**src/rtl/core/sha_pkg.sv**
```systemverilog
// ----------------------------------------------------------------------------
// sha_pkg
// shared constants and elaboration-time table builders for the harmonic
// analyzer: twiddle entries and cordic step angles
// ----------------------------------------------------------------------------
package sha_pkg;

    localparam int MAX_H          = 5;
    localparam int NUM_HARMONICS  = 5;
    localparam int WINDOW_LENGTH  = 1191;
    localparam longint FUNDAMENTAL_HZ = 74;
    localparam longint SAMPLE_RATE_HZ = 88200;
    localparam longint PI4_Q30    = 843314857;
    localparam longint PI_Q32     = 64'sd13493037705;
    localparam int CORDIC_STEPS   = 24;
    localparam int SAMPLE_W       = 16;
    localparam int POW_W          = 60;
    localparam int ANG_W          = 16;
    localparam int TW_W           = 16;
    localparam int OUT_TDATA_W    = 384;
    localparam int ANG_BASE       = MAX_H * POW_W;
    localparam int HW             = $clog2(MAX_H + 1);

    // taylor term divisors (2k)(2k+1) and (2k-1)(2k) for k = 1..7
    localparam longint SIN_DIV [7] = '{6, 20, 42, 72, 110, 156, 210};
    localparam longint COS_DIV [7] = '{2, 12, 30, 56, 90, 132, 182};

    // odd divisors 2k+1 of the arctangent series
    localparam longint ODD_DIV [31] = '{
        1, 3, 5, 7, 9, 11, 13, 15, 17, 19, 21, 23, 25, 27, 29, 31,
        33, 35, 37, 39, 41, 43, 45, 47, 49, 51, 53, 55, 57, 59, 61
    };

    function automatic longint q30_to_q15(input longint v);
        longint t;
        t = (v < 0) ? 64'sd0 : v;
        t = (t + 64'sd16384) >>> 15;
        return (t > 64'sd32767) ? 64'sd32767 : t;
    endfunction

    // {nsin, cos} in q1.15 for harmonic h at window position n
    function automatic logic [2*TW_W-1:0] twiddle(input int h, input int n);
        longint a;
        longint e;
        longint r;
        longint m;
        longint x;
        longint x2;
        longint st;
        longint ct;
        longint s;
        longint c;
        longint cs;
        longint sn;
        longint rc;
        longint rs;
        longint nrs;
        int     q;
        a  = (longint'(h) * FUNDAMENTAL_HZ * longint'(n)) % SAMPLE_RATE_HZ;
        e  = 8 * a;
        q  = int'((e / SAMPLE_RATE_HZ) % 8);
        r  = e % SAMPLE_RATE_HZ;
        m  = (q % 2 == 1) ? SAMPLE_RATE_HZ - r : r;
        x  = (m * PI4_Q30) / SAMPLE_RATE_HZ;
        x2 = (x * x) >>> 30;
        st = x;
        ct = 64'sd1 <<< 30;
        s  = x;
        c  = 64'sd1 <<< 30;
        for (int k = 1; k <= 7; k++) begin
            st = ((st * x2) >>> 30) / SIN_DIV[k - 1];
            ct = ((ct * x2) >>> 30) / COS_DIV[k - 1];
            if (k % 2 == 1) begin
                s = s - st;
                c = c - ct;
            end else begin
                s = s + st;
                c = c + ct;
            end
        end
        cs = q30_to_q15(c);
        sn = q30_to_q15(s);
        unique case (q)
            0: begin rc = cs;  rs = sn;  end
            1: begin rc = sn;  rs = cs;  end
            2: begin rc = -sn; rs = cs;  end
            3: begin rc = -cs; rs = sn;  end
            4: begin rc = -cs; rs = -sn; end
            5: begin rc = -sn; rs = -cs; end
            6: begin rc = sn;  rs = -cs; end
            default: begin rc = cs; rs = -sn; end
        endcase
        nrs = -rs;
        return {nrs[TW_W-1:0], rc[TW_W-1:0]};
    endfunction

    // atan(2^-i) with pi = 2^29
    function automatic logic signed [31:0] atan_step(input int i);
        longint acc;
        longint t;
        int     k;
        acc = 0;
        k   = 0;
        if (i == 0) begin
            acc = 64'sd1 <<< 27;
        end else begin
            while (i * (2 * k + 1) <= 61) begin
                t = (64'sd1 <<< (61 - i * (2 * k + 1))) / ODD_DIV[k];
                acc = (k % 2 == 1) ? acc - t : acc + t;
                k++;
            end
            acc = acc / PI_Q32;
        end
        return acc[31:0];
    endfunction

endpackage

```
**src/rtl/core/sha_cordic.sv**
```systemverilog
// ----------------------------------------------------------------------------
// sha_cordic
// iterative vectoring cordic, one step per cycle, returns the phase of a
// complex sum in 16-bit turn units
// ----------------------------------------------------------------------------
module sha_cordic #(
    parameter int SUM_W = 45
) (
    input  logic                     i_clk,
    input  logic                     i_rst_n,
    input  logic                     i_start,
    input  logic signed [SUM_W-1:0]  i_re,
    input  logic signed [SUM_W-1:0]  i_im,
    output logic                     o_done,
    output logic [sha_pkg::ANG_W-1:0] o_angle
);

    localparam int CW    = SUM_W + 2;
    localparam int STEPS = sha_pkg::CORDIC_STEPS;
    localparam int IW    = $clog2(STEPS);

    logic signed [31:0] w_atan [STEPS];

    for (genvar gi = 0; gi < STEPS; gi++) begin : g_atan
        localparam logic signed [31:0] ATAN_V = sha_pkg::atan_step(gi);
        assign w_atan[gi] = ATAN_V;
    end

    logic              r_busy;
    logic              r_done;
    logic [IW-1:0]     r_i;
    logic              r_zero;
    logic signed [CW-1:0] r_x;
    logic signed [CW-1:0] r_y;
    logic signed [31:0]   r_z;

    logic signed [CW-1:0] w_re;
    logic signed [CW-1:0] w_im;
    logic signed [CW-1:0] w_xs;
    logic signed [CW-1:0] w_ys;
    logic signed [31:0]   w_zr;

    assign w_re = {{2{i_re[SUM_W-1]}}, i_re};
    assign w_im = {{2{i_im[SUM_W-1]}}, i_im};
    assign w_xs = r_x >>> r_i;
    assign w_ys = r_y >>> r_i;
    assign w_zr = r_z + 32'sd8192;

    always_ff @(posedge i_clk) begin
        if (!i_rst_n) begin
            r_busy <= 1'b0;
            r_done <= 1'b0;
            r_i    <= '0;
        end else begin
            r_done <= r_busy && (r_i == IW'(STEPS - 1));
            if (i_start) begin
                r_busy <= 1'b1;
                r_i    <= '0;
            end else if (r_busy) begin
                if (r_i == IW'(STEPS - 1)) begin
                    r_busy <= 1'b0;
                end
                r_i <= r_i + 1'b1;
            end
        end
    end

    always_ff @(posedge i_clk) begin
        if (i_start) begin
            r_zero <= (i_re == '0) && (i_im == '0);
            if (w_re[CW-1]) begin
                if (!w_im[CW-1]) begin
                    r_x <= w_im;
                    r_y <= -w_re;
                    r_z <= 32'sd268435456;
                end else begin
                    r_x <= -w_im;
                    r_y <= w_re;
                    r_z <= -32'sd268435456;
                end
            end else begin
                r_x <= w_re;
                r_y <= w_im;
                r_z <= '0;
            end
        end else if (r_busy) begin
            if (!r_y[CW-1]) begin
                r_x <= r_x + w_ys;
                r_y <= r_y - w_xs;
                r_z <= r_z + w_atan[r_i];
            end else begin
                r_x <= r_x - w_ys;
                r_y <= r_y + w_xs;
                r_z <= r_z - w_atan[r_i];
            end
        end
    end

    assign o_done  = r_done;
    assign o_angle = r_zero ? '0 : w_zr[29:14];

`ifndef SYNTHESIS
    a_start_idle: assert property (@(posedge i_clk) disable iff (!i_rst_n)
        i_start |-> !r_busy)
        else $error("cordic started while busy");
    a_done_after_busy: assert property (@(posedge i_clk) disable iff (!i_rst_n)
        r_done |-> $past(r_busy))
        else $error("cordic done without run");
    a_no_overlap: assert property (@(posedge i_clk) disable iff (!i_rst_n)
        r_done |-> !r_busy)
        else $error("cordic done while busy");
`endif

endmodule
```
**config.mk**
```make
export PLATFORM = sky130hd
export DESIGN_NAME = sha_cordic
export DESIGN_NICKNAME = d
export VERILOG_FILES = /design/src/rtl/core/sha_pkg.sv /design/src/rtl/core/sha_cordic.sv
export SDC_FILE = /design/constraint.sdc
export NUM_CORES = 1
export LEC_CHECK = 0
export BUFFER_PORTS_ARGS = -buffer_cell sky130_fd_sc_hd__buf_2
export CAP_MARGIN = 10
export CORE_MARGIN = 3
export CORE_UTILIZATION = 45
export DETAILED_ROUTE_END_ITERATION = 8
export GPL_TIMING_DRIVEN = 0
export SLEW_MARGIN = 30
export SYNTH_ARGS = -nofsm -noshare
export SYNTH_HDL_FRONTEND = slang
export SYNTH_SLANG_ARGS = --single-unit
```
**constraint.sdc**
```tcl
create_clock -name i_clk -period 6.9 [get_ports i_clk]
set_input_delay 0.345 -clock i_clk [delete_from_list [all_inputs] [get_ports i_clk]]
set_output_delay 0.345 -clock i_clk [all_outputs]
set_load 0.05 [all_outputs]
```
==> impl_results.md <==
* Status: complete, but fails checks
* Violated checks: DRC, setup timing
* Number of DRC markers in iteration 0 at approximately 3,700
* Max-Cap Viols at 0
* Mapped Nets at between 3,000 and 4,000
* Fmax at 0.142 GHz
* Gate Count Post-Synth at between 3,000 and 4,000
* Drt wl/cell at roughly 36 um
* Maximum net fanout on the critical path at 10
* Drt pass-1 iters at 9
* Cts bufs inserted at 17
* Seq cells post-synth at around 130
* Design Area, Final at 29,500 sq um
* Multiplexer share of the synthesized area at 18.4%
* CTS Buffer Depth at 2
* Number of global-route vias before repair at ~27,000
* First-pass GRT wire length at 198,000 um
* Total power draw at between 0.015 and 0.02 W
* Multi-input logic area at approximately 21,000 sq um
* Layout cells sized above 1 at 22.7%
* Period utilization at 102%
* Clock root buffer: clkbuf_16
* Worst vdd ir at between 0.6 and 0.7 mV
* Req. time, crit path at ~7 ns
* Vias per Instance at roughly 7.3
* Synth cell types at just over 100
* Die Wd at around 240 um
* Logic gate share of total power at approximately four fifths
* Starting density of the core at a little under half
* Simple-gate area share of the yosys netlist at roughly 18%
* Initial antenna violation count at 2
* Finished Layout Cells at about 4,000
* Cell Pwr Density at ~660 nW/um^2
* DR DRC count at 1
* Most frequent cells in the layout: nand2_1 (262), nor2_1 (232), a21oi_1 (208), o21ai_0 (196), xnor2_1 (141)
* Area of placed instances at around 27,000 sq um
* Synth warn at 0
* Detail Route Antenna Nets at 0
* Final Util at between 50% and 60%
* Seq/Total Area, Yosys at 15.6%
* Net switching power at between 0.01 and 0.015 W
* Setup violators final at 4
* Die area at slightly below 60,000 sq um
* Worst-path clk slew at 0.07 ns
* Slew Limit Headroom at approximately 23%
* Fin. Hold Viols at 0
* Post-synthesis adder-cell area fraction at about 7.5%
* Commonest non-fill, non-tap cell in the layout: nand2_1
* Crit. End Element: register
* Power Internal at approximately 0.0085 W
* Via count at around 29,000
* Ys flop type: edfxtp_1
* Clock Power Share at roughly 5.3%
* Wl on met1 at ~50,000 um
* Switching share of power at a little under three fifths
* Reg power frac at around 13%
* WL met3 at about 19,000 um
* CTS tree: done
* Post-synthesis cell area at between 20,000 and 30,000 sq um
* Clock latency on the worst-skew pair at about 0.50 ns
* FILL cells at around 5,000
* Placed Cells at between 3,000 and 4,000
* Worst Slack Setup Final at -0.125 ns
* Reg area at around 3900 sq um
* Highest metal used: met4
* Compound-Gate Fraction of Synth Area at 25.3%
* GRT overflow at 0
* GRT Total Usage at between 40% and 50%
* Number of port buffers at 107
* CP Class: reg -> reg
* Die Ht at about 240 um
* Num Clock Sinks at 132
* Final Routed Wirelength at approximately 140,000 um
* P&R area growth vs syn at 17.9%
* CP arrival at 7.25 ns
* Period minus WS final at between 7 and 8 ns
* Largest family of logic cells by synthesized area: compound AO/OA/AOI/OAI gates
* CP startpoint kind: register
* Number of synthesized flops with an enable pin at about 130
* Std cell rows at between 80 and 90
* XOR/XNOR Fraction of Synth Area at between 10 and 15%
* HP Class: in -> reg
* Clock Skew at ~0.017 ns
* Hpwl dp at between 100,000 and 150,000 um
* Pin count of the biggest net entering global routing at between 40 and 50
* Pins over their slew limit at 0
* Slew @ Worst Pin at roughly 1.2 ns
* Share of flip-flops with an asynchronous set or reset at 0%
* LEAKAGE at 11.3 nW
* # H-tree levels at 4
* Core region area at 54,500 sq um
* Met2 WL at slightly below 60,000 um
* Ports at 110
* Syn_area_per_cell at a little over 8 sq um
* Placer Congestion at between 1 and 1.5
* Nets at 3,482
[critical path, stage by stage (launching register included)]
cell      delay, ns
dfxtp_4        0.38
buf_6          0.16
buf_8          0.22
buf_6          0.23
buf_6          0.23
buf_4          0.28
mux4_2         0.37
o32a_1         0.41
a22oi_1        0.52
nand4_1        0.15
buf_4          0.22
buf_4          0.15
nor4b_4        0.27
buf_6          0.19
buf_4          0.15
a31oi_1        0.12
xnor2_2        0.57
ha_4           0.32
a21o_1         0.17
a21oi_2        0.15
inv_1          0.08
a21oi_2        0.17
o21ai_2        0.09
a31oi_2        0.25
o31ai_4        0.12
a311oi_2       0.33
xor2_1         0.30
o21ai_1        0.09
[flip-flops by register name (all words and copies together) (netlist names)]
signal  count
r_zero      1
r_z        30
r_busy      1
r_y        47
o_done      1
r_i         5
r_x        47
[Yosys cell counts, drive strengths merged (48+ instances only)]
cell type  instances  share of area [%]
ha               145                7.2
edfxtp           125                 15
nand2            265                4.0
mux4             119                 11
xnor2            152                5.3
o21ai            216                4.3
a21oi            229                4.6
mux2              70                3.2
a31oi             48                1.2
nand3             73                1.5
nor2             239                3.6
o211ai            97                2.9
a21o              70                2.1
mux2i            111                4.5
buf              110                2.6
nor3              69                1.4
clkbuf            91                1.4
inv               77                1.2
xor2             138                4.8
[final timing paths]
kind | endpoint | cells past startpoint | from | slack (ns)
setup / recovery | r_y[41] | 27 | r_i[1] | -0.12
hold / removal | o_done | 3 | i_rst_n | 0.14
setup reg to reg | r_y[41] | 27 | r_i[1] | -0.12
hold reg to reg | o_done | 3 | r_busy | 0.71
[final cells by class]
type                    instances  area share, %
repair buffers                202           4.48
multi-input cells            2618           71.1
clock inverters                15          0.657
diodes                          2         0.0170
plain buffers                 192           4.92
inverters                      78           1.02
flip-flops and latches        132           13.2
clock buffers                  17           1.44
well taps                     739           3.13
[stage by stage]
stage	hold slack (ns)	setup TNS [ns]	setup WS [ns]
3_3_place_gp	0.652	-194.59	-4.84
2_1_floorplan	0.457	0	0.0170
3_5_place_dp	0.658	-187.69	-4.88
4_1_cts	0.134	0	0.00206
5_1_grt	0.149	-0.155	-0.0522
6_report	0.144	-0.227	-0.125
[kinds of logic after synthesis]
family | count (synthesis)
compound gates | 968
simple gates | 912
mux | 300
xor+xnor | 290
buf+inv | 279
fa+ha+maj | 148
flops | 132
[metal layers]
metal / vias to the layer above / global-route usage (%)
li1: 12014 / -
met1: 14071 / 57.0
met2: 2436 / 65.9
met3: 667 / 16.6
met4: 0 / 38.9
met5: - / 0
[power by group through the flow]
stage / sequential, W / combinational [W] / clock, W
3_5_place_dp: 0.00247 / 0.0135 / 0
2_1_floorplan: 0.00192 / 0.00984 / 0
3_3_place_gp: 0.00247 / 0.0132 / 0
4_1_cts: 0.00248 / 0.0144 / 0.00103
5_1_grt: 0.00245 / 0.0169 / 0.00105
6_report: 0.00249 / 0.0159 / 0.00103
[repair_timing]
action / in CTS / in global routing
gates cloned: 0 / 0
hold buffers: 0 / 0
setup buffers: 43 / 49
pin swaps: 26 / 43
resized for setup: 237 / 143
endpoints found under the setup margin: 92 / 40
(Power assumes the default switching activity.)
